`config.mk`:
```
export PLATFORM = sky130hd
export DESIGN_NAME = escape_byte_rle_decoder
export DESIGN_NICKNAME = d
export VERILOG_FILES = /design/src/rtl/erld_pkg.sv /design/src/rtl/erld_fifo.sv /design/src/rtl/erld_front.sv /design/src/rtl/erld_back.sv /design/src/rtl/escape_byte_rle_decoder.sv
export SDC_FILE = /design/constraint.sdc
export NUM_CORES = 1
export LEC_CHECK = 0
export BUFFER_PORTS_ARGS = -buffer_cell sky130_fd_sc_hd__buf_2
export CAP_MARGIN = 20
export CORE_UTILIZATION = 45
export CTS_CLUSTER_DIAMETER = 100
export DETAILED_ROUTE_END_ITERATION = 10
export PLACE_DENSITY = 0.66
export SLEW_MARGIN = 30
export SYNTH_ARGS = -nofsm -noshare
export SYNTH_HDL_FRONTEND = slang
export SYNTH_HIERARCHICAL = 1
export SYNTH_SLANG_ARGS = --single-unit
```
`constraint.sdc`:
```
create_clock -name clk -period 10.2 [get_ports clk]
set_input_delay 2.04 -clock clk [delete_from_list [all_inputs] [get_ports clk]]
set_output_delay 2.04 -clock clk [all_outputs]
set_load 0.01 [all_outputs]
```
`src/rtl/erld_pkg.sv`:
```
`default_nettype none

package erld_pkg;

    // Field widths
    localparam int BYTE_W  = 8;
    localparam int RUN_W   = 9;
    localparam int COUNT_W = 16;

    // Register file
    localparam int ADDR_W = 3;
    localparam int DATA_W = 32;
    localparam logic [0:0] REG_ESCAPE_BYTE  = 1'b0;
    localparam logic [0:0] REG_OUTPUT_LIMIT = 1'b1;

    // A repeat count of zero stands for a full run
    localparam logic [RUN_W-1:0] FULL_RUN = 9'd256;

    // Classified payload byte passed from the front end to the back end
    typedef struct packed {
        logic [BYTE_W-1:0] data;
        logic              is_esc;
        logic              is_zero;
        logic              last;
    } tok_t;

endpackage

`default_nettype wire

```
`src/rtl/erld_fifo.sv`:
```
`default_nettype none

module erld_fifo #(
    parameter int DEPTH = 2
) (
    input  wire                 clk,
    input  wire                 rst_n,
    input  wire                 push_valid,
    output logic                push_ready,
    input  erld_pkg::tok_t      push_tok,
    output logic                pop_valid,
    input  wire                 pop_ready,
    output erld_pkg::tok_t      pop_tok
);

    localparam int AW = (DEPTH > 1) ? $clog2(DEPTH) : 1;
    localparam int CW = $clog2(DEPTH + 1);

    erld_pkg::tok_t    entry_reg [DEPTH];
    logic [AW-1:0]     wr_ptr_reg;
    logic [AW-1:0]     wr_ptr_next;
    logic [AW-1:0]     rd_ptr_reg;
    logic [AW-1:0]     rd_ptr_next;
    logic [CW-1:0]     count_reg;
    logic [CW-1:0]     count_next;
    logic              push;
    logic              pop;

    // Flag occupancy
    assign push_ready = (count_reg != CW'(DEPTH));
    assign pop_valid  = (count_reg != '0);
    assign push       = push_valid && push_ready;
    assign pop        = pop_valid && pop_ready;
    assign pop_tok    = entry_reg[rd_ptr_reg];

    // Advance pointers and count
    always_comb
    begin
        wr_ptr_next = wr_ptr_reg;
        rd_ptr_next = rd_ptr_reg;
        count_next  = count_reg;
        if (push)
        begin
            wr_ptr_next = (wr_ptr_reg == AW'(DEPTH - 1)) ? '0 : wr_ptr_reg + 1'b1;
        end
        if (pop)
        begin
            rd_ptr_next = (rd_ptr_reg == AW'(DEPTH - 1)) ? '0 : rd_ptr_reg + 1'b1;
        end
        if (push && !pop)
        begin
            count_next = count_reg + 1'b1;
        end
        else if (pop && !push)
        begin
            count_next = count_reg - 1'b1;
        end
    end

    always_ff @(posedge clk or negedge rst_n)
    begin
        if (!rst_n)
        begin
            wr_ptr_reg <= '0;
            rd_ptr_reg <= '0;
            count_reg  <= '0;
        end
        else
        begin
            wr_ptr_reg <= wr_ptr_next;
            rd_ptr_reg <= rd_ptr_next;
            count_reg  <= count_next;
        end
    end

    // Store the pushed entry
    always_ff @(posedge clk)
    begin
        if (push)
        begin
            entry_reg[wr_ptr_reg] <= push_tok;
        end
    end

endmodule

`default_nettype wire

```
`src/rtl/erld_front.sv`:
```
`default_nettype none

module erld_front (
    input  wire                          clk,
    input  wire                          rst_n,
    input  wire                          in_valid,
    output logic                         in_ready,
    input  wire  [erld_pkg::BYTE_W-1:0]  payload_byte,
    input  wire                          payload_end,
    input  wire  [erld_pkg::BYTE_W-1:0]  escape_byte,
    output logic                         tok_valid,
    input  wire                          tok_ready,
    output erld_pkg::tok_t               tok
);

    logic            valid_reg;
    logic            valid_next;
    erld_pkg::tok_t  tok_reg;
    logic            accept;

    // Take a byte whenever the stage is empty or draining
    assign in_ready  = !valid_reg || tok_ready;
    assign accept    = in_valid && in_ready;
    assign tok_valid = valid_reg;
    assign tok       = tok_reg;

    always_comb
    begin
        valid_next = valid_reg;
        if (accept)
        begin
            valid_next = 1'b1;
        end
        else if (tok_ready)
        begin
            valid_next = 1'b0;
        end
    end

    always_ff @(posedge clk or negedge rst_n)
    begin
        if (!rst_n)
        begin
            valid_reg <= 1'b0;
        end
        else
        begin
            valid_reg <= valid_next;
        end
    end

    // Classify the byte against the escape code and zero
    always_ff @(posedge clk)
    begin
        if (accept)
        begin
            tok_reg.data    <= payload_byte;
            tok_reg.is_esc  <= (payload_byte == escape_byte);
            tok_reg.is_zero <= (payload_byte == '0);
            tok_reg.last    <= payload_end;
        end
    end

endmodule

`default_nettype wire

```
`src/rtl/erld_back.sv`:
```
`default_nettype none

module erld_back (
    input  wire                           clk,
    input  wire                           rst_n,
    input  wire                           tok_valid,
    output logic                          tok_ready,
    input  erld_pkg::tok_t                tok,
    input  wire  [erld_pkg::COUNT_W-1:0]  output_limit,
    output logic                          out_valid,
    input  wire                           out_ready,
    output logic [erld_pkg::BYTE_W-1:0]   run_value,
    output logic [erld_pkg::RUN_W-1:0]    run_length,
    output logic                          limit_reached,
    output logic                          truncated_escape,
    output logic                          payload_done
);

    localparam int CW = erld_pkg::COUNT_W;
    localparam int RW = erld_pkg::RUN_W;
    localparam int BW = erld_pkg::BYTE_W;

    localparam logic [1:0] PH_IDLE = 2'd0;
    localparam logic [1:0] PH_ESC  = 2'd1;
    localparam logic [1:0] PH_VAL  = 2'd2;

    logic [1:0]     phase_reg;
    logic [1:0]     phase_next;
    logic [BW-1:0]  held_reg;
    logic [BW-1:0]  held_next;
    logic [CW-1:0]  count_reg;
    logic [CW-1:0]  count_next;
    logic           out_valid_reg;
    logic           out_valid_next;
    logic [BW-1:0]  run_value_reg;
    logic [RW-1:0]  run_length_reg;
    logic           limit_reached_reg;
    logic           truncated_reg;
    logic           done_reg;

    logic           pop;
    logic           active;
    logic [RW-1:0]  want;
    logic [RW-1:0]  clipped;
    logic [BW-1:0]  value;
    logic [BW-1:0]  value_out;
    logic [CW-1:0]  room;
    logic [CW-1:0]  count_sum;

    assign tok_ready        = !out_valid_reg || out_ready;
    assign pop              = tok_valid && tok_ready;
    assign out_valid        = out_valid_reg;
    assign run_value        = run_value_reg;
    assign run_length       = run_length_reg;
    assign limit_reached    = limit_reached_reg;
    assign truncated_escape = truncated_reg;
    assign payload_done     = done_reg;

    // Decode one token against the escape phase
    always_comb
    begin
        want       = '0;
        value      = '0;
        phase_next = phase_reg;
        held_next  = held_reg;
        active     = (count_reg < output_limit);
        if (active)
        begin
            case (phase_reg)
                PH_ESC:
                begin
                    if (tok.is_esc)
                    begin
                        value      = tok.data;
                        want       = RW'(1);
                        phase_next = PH_IDLE;
                    end
                    else
                    begin
                        held_next  = tok.data;
                        phase_next = PH_VAL;
                    end
                end
                PH_VAL:
                begin
                    value      = held_reg;
                    want       = tok.is_zero ? erld_pkg::FULL_RUN : RW'(tok.data);
                    phase_next = PH_IDLE;
                end
                default:
                begin
                    if (tok.is_esc)
                    begin
                        phase_next = PH_ESC;
                    end
                    else
                    begin
                        value      = tok.data;
                        want       = RW'(1);
                        phase_next = PH_IDLE;
                    end
                end
            endcase
        end
    end

    // Clip the run at the output limit and advance the count
    always_comb
    begin
        room      = output_limit - count_reg;
        clipped   = (CW'(want) > room) ? room[RW-1:0] : want;
        value_out = (clipped == '0) ? '0 : value;
        count_sum = count_reg + CW'(clipped);
    end

    always_comb
    begin
        out_valid_next = out_valid_reg;
        if (pop)
        begin
            out_valid_next = 1'b1;
        end
        else if (out_ready)
        begin
            out_valid_next = 1'b0;
        end
        count_next = count_reg;
        if (pop)
        begin
            count_next = tok.last ? '0 : count_sum;
        end
    end

    // Hold decode state and drop it at the end of a payload
    always_ff @(posedge clk or negedge rst_n)
    begin
        if (!rst_n)
        begin
            phase_reg     <= PH_IDLE;
            held_reg      <= '0;
            count_reg     <= '0;
            out_valid_reg <= 1'b0;
        end
        else
        begin
            out_valid_reg <= out_valid_next;
            count_reg     <= count_next;
            if (pop)
            begin
                phase_reg <= tok.last ? PH_IDLE : phase_next;
                held_reg  <= tok.last ? '0 : held_next;
            end
        end
    end

    // Load the result register
    always_ff @(posedge clk)
    begin
        if (pop)
        begin
            run_value_reg     <= value_out;
            run_length_reg    <= clipped;
            limit_reached_reg <= (count_sum >= output_limit);
            truncated_reg     <= tok.last && (phase_next != PH_IDLE);
            done_reg          <= tok.last;
        end
    end

endmodule

`default_nettype wire

```
`src/rtl/escape_byte_rle_decoder.sv`:
```
// Escape-byte run-length decoder.
// Input channel: in_valid/in_ready with payload_byte and payload_end; a byte
// transfers when both are high. payload_end marks the last byte of a payload.
// Output channel: out_valid/out_ready with one run per input byte: run_value,
// run_length (0 = nothing, up to 256), limit_reached, truncated_escape and
// payload_done, which closes the payload.
// Registers over the APB port: escape_byte at 0x0, output_limit at 0x4; write
// them only while no byte is in flight.
// Path: a byte passes the classify stage, then the queue, then the decode
// stage with its output register.
// Throughput: one byte per cycle while the receiver keeps out_ready high,
// set by the decode loop of phase and output count in the back end.
// Reset clears both registers, the decode state, the queue and all valids.
// When the receiver stalls the result holds; the queue between the front and
// back ends absorbs QUEUE_DEPTH bytes plus one in the front stage before
// in_ready drops.
`default_nettype none

module escape_byte_rle_decoder #(
    parameter int QUEUE_DEPTH = 2
) (
    input  wire                                clk,
    input  wire                                rst_n,
    input  wire                                in_valid,
    output logic                               in_ready,
    input  wire  [erld_pkg::BYTE_W-1:0]        payload_byte,
    input  wire                                payload_end,
    output logic                               out_valid,
    input  wire                                out_ready,
    output logic [erld_pkg::BYTE_W-1:0]        run_value,
    output logic [erld_pkg::RUN_W-1:0]         run_length,
    output logic                               limit_reached,
    output logic                               truncated_escape,
    output logic                               payload_done,
    input  wire                                psel,
    input  wire                                penable,
    input  wire                                pwrite,
    input  wire  [erld_pkg::ADDR_W-1:0]        paddr,
    input  wire  [erld_pkg::DATA_W-1:0]        pwdata,
    output logic [erld_pkg::DATA_W-1:0]        prdata,
    output logic                               pready
);

    logic [erld_pkg::BYTE_W-1:0]   escape_byte_reg;
    logic [erld_pkg::COUNT_W-1:0]  output_limit_reg;
    logic                          cfg_write;
    logic [0:0]                    reg_index;

    erld_pkg::tok_t  front_tok;
    logic            front_valid;
    logic            front_ready;
    erld_pkg::tok_t  back_tok;
    logic            back_valid;
    logic            back_ready;

    // Decode the register port
    assign pready    = 1'b1;
    assign reg_index = paddr[2];
    assign cfg_write = psel && penable && pwrite;

    always_comb
    begin
        case (reg_index)
            erld_pkg::REG_ESCAPE_BYTE:  prdata = erld_pkg::DATA_W'(escape_byte_reg);
            erld_pkg::REG_OUTPUT_LIMIT: prdata = erld_pkg::DATA_W'(output_limit_reg);
            default:                    prdata = '0;
        endcase
    end

    always_ff @(posedge clk or negedge rst_n)
    begin
        if (!rst_n)
        begin
            escape_byte_reg  <= '0;
            output_limit_reg <= '0;
        end
        else if (cfg_write)
        begin
            case (reg_index)
                erld_pkg::REG_ESCAPE_BYTE:
                    escape_byte_reg <= pwdata[erld_pkg::BYTE_W-1:0];
                erld_pkg::REG_OUTPUT_LIMIT:
                    output_limit_reg <= pwdata[erld_pkg::COUNT_W-1:0];
                default:
                begin
                end
            endcase
        end
    end

    // Classify incoming bytes
    erld_front u_front (
        .clk          (clk),
        .rst_n        (rst_n),
        .in_valid     (in_valid),
        .in_ready     (in_ready),
        .payload_byte (payload_byte),
        .payload_end  (payload_end),
        .escape_byte  (escape_byte_reg),
        .tok_valid    (front_valid),
        .tok_ready    (front_ready),
        .tok          (front_tok)
    );

    // Decouple the two ends
    erld_fifo #(
        .DEPTH (QUEUE_DEPTH)
    ) u_fifo (
        .clk        (clk),
        .rst_n      (rst_n),
        .push_valid (front_valid),
        .push_ready (front_ready),
        .push_tok   (front_tok),
        .pop_valid  (back_valid),
        .pop_ready  (back_ready),
        .pop_tok    (back_tok)
    );

    // Expand tokens into clipped runs
    erld_back u_back (
        .clk              (clk),
        .rst_n            (rst_n),
        .tok_valid        (back_valid),
        .tok_ready        (back_ready),
        .tok              (back_tok),
        .output_limit     (output_limit_reg),
        .out_valid        (out_valid),
        .out_ready        (out_ready),
        .run_value        (run_value),
        .run_length       (run_length),
        .limit_reached    (limit_reached),
        .truncated_escape (truncated_escape),
        .payload_done     (payload_done)
    );

endmodule

`default_nettype wire

```
; After elaboration in Yosys (flattened, before gate mapping)
; Memory sizes are Yosys's and may differ from the RTL's.
; Cells that the tools add are included.
[classes]
mux = 30
eq_ne = 5
order_cmp = 3
n_reduce_logical = 27
add_sub_neg = 6
bitwise = 2
[ops]
columns = op, n
row1 = case mux 32 bit (2 select lines), 1
row2 = 2-to-1 mux 8 bit, 6
row3 = 2-to-1 mux 9 bit, 3
row4 = case mux 9 bit (2 select lines), 1
row5 = adder 16 x 9 -> 16 bit, 1
row6 = greater-or-equal comparator 16 bit, 1
row7 = > comparator 9 x 16 -> 1 bit, 1
row8 = less-than comparator 16 bit, 1
row9 = 2-to-1 mux 16 bit, 1
row10 = case mux 8 bit (2 select lines), 1
row11 = subtractor 16 bit, 1
row12 = nonzero test 2 bit, 7
row13 = 2-to-1 mux 1 bit, 11
row14 = 2-to-1 mux 2 bit, 5
row15 = logical NOT 9 bit, 1
row16 = == test 8 bit, 1
row17 = logical AND 1 bit, 8
row18 = logical NOT 8 bit, 1
row19 = logical NOT 1 bit, 4
row20 = case mux 2 bit (2 select lines), 1
row21 = AND reduction 2 bit, 2
row22 = AND reduction 4 bit, 1
row23 = adder 1 bit (second input constant), 2
row24 = adder 2 x 1 -> 2 bit (second input constant), 1
row25 = other kinds (8), 10
[word_totals]
mem_count = 1
word_cells = 93
ff_bits = 87
mem_bits_rw = 22
[memory_table]
columns = memory, depth, width, read_ports, rd_clocked_by_memory_dff, write_ports, line_no
row1 = u_fifo.entry_reg, 2, 11, 1, 0, 1, erld_fifo.sv:19  ; erld_pkg::tok_t entry_reg [DEPTH];

; Logic depth before layout (Yosys ltp)
; Gate-level depths: netlist of the first run.
; An unclocked memory read counts as a cell.
[depth]
depth_word = 8
ltp_mapped = 38
ltp_nobuf = 35

; Cells and area by module
; Netlist of the first run, hierarchy kept.
[modules_own_cells]
columns = mod, area_each_um2, seq_area_each_um2, cells_each, instances
row1 = erld_back, 4205.3, 1276.2, 486, 1
row2 = escape_byte_rle_decoder, 1252.5, 600.6, 88, 1
row3 = erld_fifo, 1003.5, 760.7, 52, 1
row4 = erld_front, 479.2, 355.3, 29, 1

; Worst setup path before layout of the first run
; OpenSTA, ideal clock, no wires.
[synth_path]
path_type = reg2reg
startpoint = register output_limit_reg[0] (netlist name)
endpoint = register u_back.limit_reached_reg, in the netlist u_back/limit_reached (data pin)
setup_time_ns = 0.262
t_arrival_ns = 7.161
required_time_ns = 9.938
slack_ns = 2.777
synth_period_minus_slack_ns = 7.423
stages_incl_launch_ff = 38
path_cell_list = dfrtp_1 -> inv_1 -> ha_1 -> fa_1 -> and2b_1 -> o31a_1 -> o211ai_1 -> a21boi_0 -> o21a_1 -> and4_1 -> clkbuf_1 -> nand2_1 -> inv_1 -> ha_1 -> o21ai_0 -> o21ai_0 -> nor2_1 -> a211o_1 -> [... 2 more ...] -> buf_6 -> buf_6 -> mux2i_1 -> ha_1 -> a21o_1 -> a21oi_1 -> o21bai_1 -> a2111oi_0 -> o31ai_1 -> and3_1 -> clkbuf_1 -> nand3_1 -> xnor2_1 -> ha_1 -> a21o_1 -> nor4_1 -> a221o_1 -> o21ai_0
[synth_between]
elab_chain_cells = 6
word_cells_on_any_way = 7
classes_between = add/sub: 2 / order compare: 3 / mux: 2
[synth_lines]
columns = element, line_no
row1 = "start, declared", escape_byte_rle_decoder.sv:45  ; logic [erld_pkg::COUNT_W-1:0] output_limit_reg;
row2 = "start signal, assigned", escape_byte_rle_decoder.sv:83  ; output_limit_reg <= pwdata[erld_pkg::COUNT_W-1:0];
row3 = less-than comparator 16 bit, erld_back.sv:66  ; active = (count_reg < output_limit);
row4 = 2-to-1 mux 9 bit, erld_back.sv:67  ; if (active)
row5 = > comparator 9 x 16 -> 1 bit, erld_back.sv:111  ; clipped = (CW'(want) > room) ? room[RW-1:0] : want;
row6 = 2-to-1 mux 9 bit *, erld_back.sv:111
row7 = named net u_back.clipped[1], erld_back.sv:44  ; logic [RW-1:0] clipped;
row8 = adder 16 x 9 -> 16 bit *, erld_back.sv:113  ; count_sum = count_reg + CW'(clipped);
row9 = greater-or-equal comparator 16 bit *, erld_back.sv:163  ; limit_reached_reg <= (count_sum >= output_limit);
row10 = "end signal, assigned", erld_back.sv:163
row11 = "end, declared", erld_back.sv:37  ; logic limit_reached_reg;
; The timed path passes the listed nets; every way through them passes the cells marked *.
; A chain may end at the register's enable or synchronous reset.

; Worst setup path after layout of the first run
; Ends and elaborated chain as after synthesis.

==> out/qor.txt, run 1 <==
Clk buf depth -> 2
FP Rows -> 45
Worst-Skew Late Latency -> 0.36 ns
Mapped cell area -> 0.006940 mm²
Core Region -> 0.01515 mm²
Status -> completed
Die area -> 0.01592 mm²
Final setup TNS -> 0 ns
Max Cap Viol -> 0
Filler cells -> 1343
Hold Path Class -> reg -> reg
Leak Pwr -> 3.558 nW
WP buf/inv -> 3
Required time of the critical path -> 10.30 ns
Clk slew on worst S/H paths -> 0.08 ns
Crit start category -> flop
GPL Wtd Cong -> 0.8937
Cell count after synthesis -> 655
CTS resizes -> 0
First DRT Iteration DRCs -> 361
Multi-input gate area -> 0.003570 mm²
CP max-delay cell -> a2111oi_0
Crit-path most repeated cell -> ha_1
RSZ-0062 raised after global routing -> false
CTS tree -> built
Max reg flops -> 22
Maximum fanout along the worst path -> 18
Final setup fails -> 0
F_max -> 0.1114 GHz
Antenna violations before repair -> 0
Hold Vio Cnt, Final -> 0
# diodes -> 0
Largest cells by area after synthesis -> edfxtp_1, dfrtp_1, ha_1, mux2_2, xnor2_1
Final period utilization -> 88.02%
Leading cell type in the layout, fill and taps excluded -> buf_2
Final wirelength -> 15710 µm
Worst Setup End Kind -> flop
DR pass1 iterations -> 5
Most frequent cells in the layout -> buf_2, dfrtp_1, inv_1, ha_1, edfxtp_1
Hold_buf cts -> 0
Final Slew Violations -> 0
HPWL after DPL -> 11980 µm
Max-slew headroom -> 38.25%
Overflow after GRT -> 0
H-tree depth -> 3
Fin crit period -> 8.978 ns
Crit path DAT -> 9.08 ns
Pin count of the biggest net entering global routing -> 57
I/O pins -> 106
Final Skew -> 0.01005 ns
Number of global-route vias before repair -> 4941
Main synth FF type -> dfrtp_1
GRT Util Overall -> 20.86%
Crit Path Category -> reg -> reg
Drc violations -> 0
Peak supply drop -> 0.00009679 V
Yosys warns -> 6
Slew @ Worst Pin -> 0.9229 ns
Synth Area per Inst -> 10.60 µm²
Final nets -> 825
Cell Pwr Density -> 233.2 mW/mm²
Async set or reset register ratio after synthesis -> 51.38%
Seq/Total Area, Yosys -> 43.12%
Avg WL per Cell -> 17.24 µm
#FFs+latches synth -> 109
Reg area -> 0.002993 mm²
Vias -> 5140
Share of cells above drive strength 1 -> 19.64%
Port Buffers -> 70
Crit path max-delay family -> compound AO/OA/AOI/OAI gates
Top-area cell type share of the netlist area -> 22.93%
Post-synth cell types -> 69
First-pass GRT wire length -> 25680 µm
Area growth syn-to-layout -> 10.60%
DIE HEIGHT -> 126.2 µm
Crit-path max cell delay -> 0.66 ns
TritonCTS Buffers -> 9
DR vias/cell -> 5.642
Post-synth EDFFs -> 53
Flop2flop setup slack -> 1.22 ns
Post-DRT Antenna Nets -> 0
Initial Utilization -> 45.82%
DIE WIDTH -> 126.2 µm
Leading area contributor after synthesis -> edfxtp_1
Final core utilization -> 50.68%
Clock root cell -> clkbuf_16
CTS Sinks -> 109
Setup bufs post-CTS -> 0
## layer usage
layer | part of all wire [%] | vias to the layer above | track usage [%]
li1 | - | 2457 | -
met1 | 46 | 2487 | 27.65
met2 | 47 | 178 | 34.09
met3 | 5.0 | 18 | 4.163
met4 | 1.6 | 0 | 7.087
met5 | 0 | - | 0
## worst reg2reg max path: cells and delay by family (launching register included)
family / cells / cell delay [ns]
adder cells (fa/ha/maj): 5 / 1.37
AO/OA/AOI/OAI: 15 / 3.75
XOR/XNOR: 1 / 0.16
multiplexers: 1 / 0.32
AND/OR/NAND/NOR: 9 / 2.31
buffers and inverters: 3 / 0.39
flip-flops: 1 / 0.42
## where the power goes
group	switching, W	internal, W
clock	0.000167	0.000193
combinational	0.000463	0.000301
sequential	0.0000722	0.000594
## area by class of cell
cell class	instances	share of cell area, %
flip-flops and latches	109	38.99
repair buffers	73	4.857
well taps	188	3.064
clock inverters	6	0.9128
multi-input cells	470	46.50
inverters	55	2.689
clock buffers	10	2.983
## final timing paths
path                                                 start                          endpoint  cells after the start
min reg2reg                       u_front/tok[8]$_DFFE_PP_  u_fifo/entry_reg[1][8]$_DFFE_PP_                      0
max in group asynchronous                            rst_n     u_front/tok_valid$_DFFE_PN0P_                      2
max                        output_limit_reg[0]$_DFFE_PN0P_    u_back/limit_reached$_DFFE_PP_                     34
min in group asynchronous                            rst_n    u_back/held_reg[5]$_DFFE_PN0P_                      2
max reg2reg                output_limit_reg[0]$_DFFE_PN0P_    u_back/limit_reached$_DFFE_PP_                     34
min                               u_front/tok[8]$_DFFE_PP_  u_fifo/entry_reg[1][8]$_DFFE_PP_                      0
## logic make-up (layout without fill, tap and decap cells)
kind of cell               after synthesis  after routing  share of synthesized area, %
other                                    2             17                        0.1082
adders and majority gates               56             56                         10.31
muxes                                   63             63                         10.44
xor gates and xnor gates                35             35                         4.417
DFF                                    109            109                         43.12
and+or+nand+nor                        170            170                         13.25
buffers and inverters                   91            144                         6.328
AOI/OAI and AO/OA                      129            129                         12.02
## synthesized netlist by cell type (all sizes together), types with 11 or more instances
cell type	instances
mux2	45
mux2i	18
xnor2	28
and2	12
clkbuf	11
nand4	12
a21oi	28
nand2	53
nand3	13
dfrtp	56
inv	54
buf	25
edfxtp	53
nand2b	12
o21ai	36
nor2	25
ha	54
## metrics by stage
stage                     hold WS, ns  power (W)  std cells  area [µm²]  worst slack [ns]
after floorplan                0.4215   0.001210        670        6997             2.777
after global placement         0.4284   0.001404        895        7372             1.469
after detailed placement       0.4418   0.001433        895        7372             1.416
after CTS                      0.4548   0.001797        911        7671             1.375
after global routing           0.4692   0.001912        911        7676            0.7216
final                          0.4424   0.001790        911        7676             1.222
Note: power is estimated with default switching activity, not from simulation.
==> run 2, diff against run 1 <==
==> constraint.sdc (replaced) <==
create_clock -name clk -period 9.8 [get_ports clk]
set_input_delay 1.96 -clock clk [delete_from_list [all_inputs] [get_ports clk]]
set_output_delay 1.96 -clock clk [all_outputs]
set_load 0.01 [all_outputs]
==> out/qor.txt, run 2 (synthesis gave the netlist of run 1 again) <==
Flop2flop setup slack -> 1.02 ns
Slew @ Worst Pin -> 0.9164 ns
GRT Util Overall -> 20.66%
Hold path startpoint -> u_front/tok[4]$_DFFE_PP_
First DRT Iteration DRCs -> 343
Clock share of power -> 18.8%
Switching Power -> 0.0007211 W
Place WS -> 1.129 ns
H-tree depth -> 3
Crit start category -> flop
Final setup fails -> 0
GPL Wtd Cong -> 0.8668
CTS resizes -> 0
Clk slew on worst S/H paths -> 0.07 ns
Power Internal -> 0.001107 W
Depth of the worst hold-timing path -> 0
Antenna violations before repair -> 0
Final setup TNS -> 0 ns
Vias -> 5061
Hold Vio Cnt, Final -> 0
Worst r2r src -> output_limit_reg[0]$_DFFE_PN0P_
Die area -> 0.01592 mm²
Crit-path most repeated cell -> ha_1
CTS tree -> built
Post-DRT Antenna Nets -> 0
Cell Pwr Density -> 238.5 mW/mm²
Avg WL per Cell -> 16.84 µm
Hold Path Class -> reg -> reg
Worst-Skew Late Latency -> 0.36 ns
Max reg flops -> 22
# diodes -> 0
Share of cells above drive strength 1 -> 19.89%
Final period utilization -> 89.64%
I/O pins -> 106
Power share of the combinational group -> 43.3%
Reg2reg end -> u_back/limit_reached$_DFFE_PP_
First-pass GRT wire length -> 25830 µm
Fin crit period -> 8.784 ns
Hold_buf cts -> 0
WP buf/inv -> 5
Min-Delay Endpoint -> u_fifo/entry_reg[0][4]$_DFFE_PP_
Leading cell type in the layout, fill and taps excluded -> buf_2
Setup slack after layout -> 1.016 ns
Max Cap Viol -> 0
Number of non-filler instances in the completed layout -> 912
Number of global-route vias before repair -> 5160
Final wirelength -> 15360 µm
Area growth syn-to-layout -> 10.44%
Clock root cell -> clkbuf_16
Worst Setup End Kind -> flop
Port Buffers -> 70
RSZ-0062 raised after global routing -> false
DR vias/cell -> 5.549
Reg area -> 0.002993 mm²
Worst r2r path cells -> 34
Core Region -> 0.01515 mm²
FP Rows -> 45
Reg power frac -> 37.9%
Filler cells -> 1344
Overflow after GRT -> 0
Peak supply drop -> 0.00009805 V
Most frequent cells in the layout -> buf_2, dfrtp_1, inv_1, ha_1, edfxtp_1
Pin count of the biggest net entering global routing -> 57
DIE HEIGHT -> 126.2 µm
Post-Place Cells -> 896
Drc violations -> 0
Crit-path max cell delay -> 0.69 ns
Setup bufs post-CTS -> 0
Sw frac -> 39.44%
TritonCTS Buffers -> 9
Initial Utilization -> 45.82%
CP max-delay cell -> or4_1
Status -> completed
CTS Sinks -> 109
DR pass1 iterations -> 5
Final Slew Violations -> 0
Max-slew headroom -> 38.53%
HPWL after DPL -> 11840 µm
Crit path DAT -> 8.88 ns
Crit Path Category -> reg -> reg
DIE WIDTH -> 126.2 µm
Maximum fanout along the worst path -> 14
Clk buf depth -> 2
F_max -> 0.1138 GHz
Leak Pwr -> 3.552 nW
Required time of the critical path -> 9.90 ns
Final Skew -> 0.009930 ns
Multi-input gate area -> 0.003570 mm²
Final nets -> 826
Crit path max-delay family -> compound AO/OA/AOI/OAI gates
==> run 2: changes by cell type in the layout (fill, tap and decap cells not counted), sizes merged <==
cell,previous run,this run
clkinvlp,1,2
bufinv,1,0
inv,57,55
buf,73,74
clkinv,2,4
==> run 2: power groups by stage <==
stage	clock, W	combinational [W]	sequential, W
after floorplan	0	0.000566	0.000693
after global placement	0	0.000761	0.000697
after detailed placement	0	0.000785	0.000703
after CTS	0.000352	0.000791	0.000694
after global routing	0.000372	0.000880	0.000708
final	0.000343	0.000792	0.000693
==> run 2: how the worst max path moves through the flow <==
stage | from | end | slack (ns) | cells past startpoint
after global placement | output_limit_reg[0]$_DFFE_PN0P_ | u_back/limit_reached$_DFFE_PP_ | 1.22 | 33
after CTS | output_limit_reg[0]$_DFFE_PN0P_ | u_back/limit_reached$_DFFE_PP_ | 1.09 | 33
after floorplan | output_limit_reg[0]$_DFFE_PN0P_ | u_back/limit_reached$_DFFE_PP_ | 2.38 | 37
after detailed placement | output_limit_reg[0]$_DFFE_PN0P_ | u_back/limit_reached$_DFFE_PP_ | 1.13 | 33
final | output_limit_reg[0]$_DFFE_PN0P_ | u_back/limit_reached$_DFFE_PP_ | 1.02 | 34
after global routing | output_limit_reg[0]$_DFFE_PN0P_ | u_back/limit_reached$_DFFE_PP_ | 0.27 | 33
==> run 2: layout make-up <==
cell class / instances / share of cell area, %
multi-input combinational: 470 / 46.57
sequential: 109 / 39.05
timing repair buffer: 74 / 4.962
tap: 188 / 3.069
clock buffer: 10 / 2.987
inverter: 55 / 2.693
clock inverter: 6 / 0.6693
==> run 2: metal layers <==
| metal | up-vias | track usage (%) | wire (µm) |
|---|---|---|---|
| met2 | 135 | 35.03 | 7322 |
| met4 | 0 | 6.378 | 261 |
| met3 | 18 | 4.460 | 682 |
| met1 | 2448 | 26.36 | 7095 |
| met5 | - | 0 | 0 |
| li1 | 2460 | - | - |
==> run 2: metrics by stage <==
| step | utilization (%) | hold slack, ns | total power (W) | cell area, µm² |
|---|---|---|---|---|
| after floorplan | - | 0.4215 | 0.001259 | 6997 |
| after global placement | 48.72 | 0.4291 | 0.001458 | 7380 |
| after detailed placement | 48.72 | 0.4337 | 0.001489 | 7380 |
| after CTS | 50.57 | 0.4502 | 0.001837 | 7660 |
| after global routing | 50.61 | 0.4581 | 0.001960 | 7665 |
| final | 50.61 | 0.4484 | 0.001828 | 7665 |
==> run 3, diff against run 2 <==
--- a/config.mk
+++ b/config.mk
@@ -7,6 +7,7 @@
 export LEC_CHECK = 0
 export BUFFER_PORTS_ARGS = -buffer_cell sky130_fd_sc_hd__buf_2
 export CAP_MARGIN = 20
+export CORE_MARGIN = 4
 export CORE_UTILIZATION = 45
 export CTS_CLUSTER_DIAMETER = 100
 export DETAILED_ROUTE_END_ITERATION = 10
==> out/qor.txt, run 3 (synthesis gave the netlist of run 1 again) <==
Setup slack after layout -> 0.9216 ns
Final nets -> 826
Port Buffers -> 70
Required time of the critical path -> 9.90 ns
Avg WL per Cell -> 17.36 µm
Hold Path Class -> reg -> reg
Clk buf depth -> 2
Final core utilization -> 50.71%
Final wirelength -> 15830 µm
Crit Path Category -> reg -> reg
Max Cap Viol -> 0
Clock root cell -> clkbuf_16
Leading cell type in the layout, fill and taps excluded -> buf_2
Filler cells -> 1352
Initial Utilization -> 45.82%
I/O pins -> 106
RSZ-0062 raised after global routing -> false
Crit-path max cell delay -> 0.70 ns
CTS resizes -> 0
Maximum fanout along the worst path -> 14
Setup bufs post-CTS -> 0
Pin count of the biggest net entering global routing -> 57
Post-Place Cells -> 896
Hold_buf cts -> 0
H-tree depth -> 3
Area growth syn-to-layout -> 10.67%
DIE WIDTH -> 132.2 µm
Met3 Wirelength -> 873 µm
Final period utilization -> 90.60%
Final Skew -> 0.008997 ns
Share of cells above drive strength 1 -> 19.75%
CTS Sinks -> 109
GRT Util Overall -> 18.37%
TritonCTS Buffers -> 9
Overflow after GRT -> 0
Core Region -> 0.01515 mm²
Number of non-filler instances in the completed layout -> 912
Crit start category -> flop
Drc violations -> 0
WP buf/inv -> 2
Max reg flops -> 22
Leak Pwr -> 3.567 nW
Hold Vio Cnt, Final -> 0
Post-DRT Antenna Nets -> 0
Top layer reached by signal wires -> met4
Cell Pwr Density -> 241.7 mW/mm²
DR vias/cell -> 5.583
Crit-path most repeated cell -> ha_1
Met2 Wirelength -> 7344 µm
Max-slew headroom -> 36.54%
GPL Wtd Cong -> 0.8450
Final setup fails -> 0
Place WS -> 1.064 ns
Vias -> 5092
Crit path max-delay family -> compound AO/OA/AOI/OAI gates
F_max -> 0.1126 GHz
Die area -> 0.01747 mm²
HPWL after DPL -> 12110 µm
Worst-Skew Late Latency -> 0.36 ns
FP Rows -> 45
Overall Power -> 0.001856 W
Clk slew on worst S/H paths -> 0.07 ns
Worst Setup End Kind -> flop
First-pass GRT wire length -> 25890 µm
Number of global-route vias before repair -> 5032
Fin crit period -> 8.878 ns
CP max-delay cell -> or4_1
Crit path DAT -> 8.98 ns
Antenna violations before repair -> 0
DIE HEIGHT -> 132.2 µm
Peak supply drop -> 0.00009935 V
M1 wire length -> 7341 µm
Slew @ Worst Pin -> 0.9484 ns
Most frequent cells in the layout -> buf_2, dfrtp_1, inv_1, ha_1, edfxtp_1
Status -> completed
Final setup TNS -> 0 ns
Final Slew Violations -> 0
DR pass1 iterations -> 5
First DRT Iteration DRCs -> 407
CTS tree -> built
# diodes -> 0
run 3: stage by stage:
step                      hold slack [ns]  cell area [µm²]
after floorplan                    0.4215             6997
after global placement             0.4281             7380
after detailed placement           0.4313             7380
after CTS                          0.4486             7676
after global routing               0.4688             7681
final                              0.4468             7681
run 3: power by group:
group	switching (W)	leakage (nW)	internal, W
clock network	0.000171	0.147	0.000201
registers	0.0000751	1.23	0.000618
logic	0.000479	2.19	0.000313
run 3: routing by layer:
metal	vias up	global-route usage, %
li1	2460	-
met1	2438	25.05
met2	172	29.79
met3	22	3.893
met4	0	5.196
met5	-	0
run 3: worst register-to-register path: cells and delay by family, from the launching register on:
family / cells / cell delay, ns
mux: 1 / 0.37
flops: 1 / 0.40
fa+ha+maj: 5 / 1.37
buf+inv: 2 / 0.13
simple gates: 9 / 2.44
xor+xnor: 1 / 0.15
compound gates: 15 / 3.77
run 3: final timing paths:
check                                                start  slack [ns]  cells after the start                                to
max                        output_limit_reg[0]$_DFFE_PN0P_        0.92                     33    u_back/limit_reached$_DFFE_PP_
min                               u_front/tok[7]$_DFFE_PP_        0.45                      0  u_fifo/entry_reg[0][7]$_DFFE_PP_
max reg2reg                output_limit_reg[0]$_DFFE_PN0P_        0.92                     33    u_back/limit_reached$_DFFE_PP_
min reg2reg                       u_front/tok[7]$_DFFE_PP_        0.45                      0  u_fifo/entry_reg[0][7]$_DFFE_PP_
max in group asynchronous                            rst_n        7.52                      2   u_back/count_reg[1]$_DFFE_PN0P_
min in group asynchronous                            rst_n        1.75                      2    u_back/held_reg[4]$_DFFE_PN0P_
run 3: cell type report:
| class | count | area [µm²] | share of cell area, % |
|---|---|---|---|
| Multi-Input combinational cell | 470 | 3570 | 46.47 |
| Sequential cell | 109 | 2993 | 38.96 |
| Timing Repair Buffer | 74 | 380.4 | 4.952 |
| Tap cell | 188 | 235.2 | 3.062 |
| Clock buffer | 10 | 229.0 | 2.981 |
| Inverter | 55 | 206.4 | 2.688 |
| Clock inverter | 6 | 67.56 | 0.8796 |
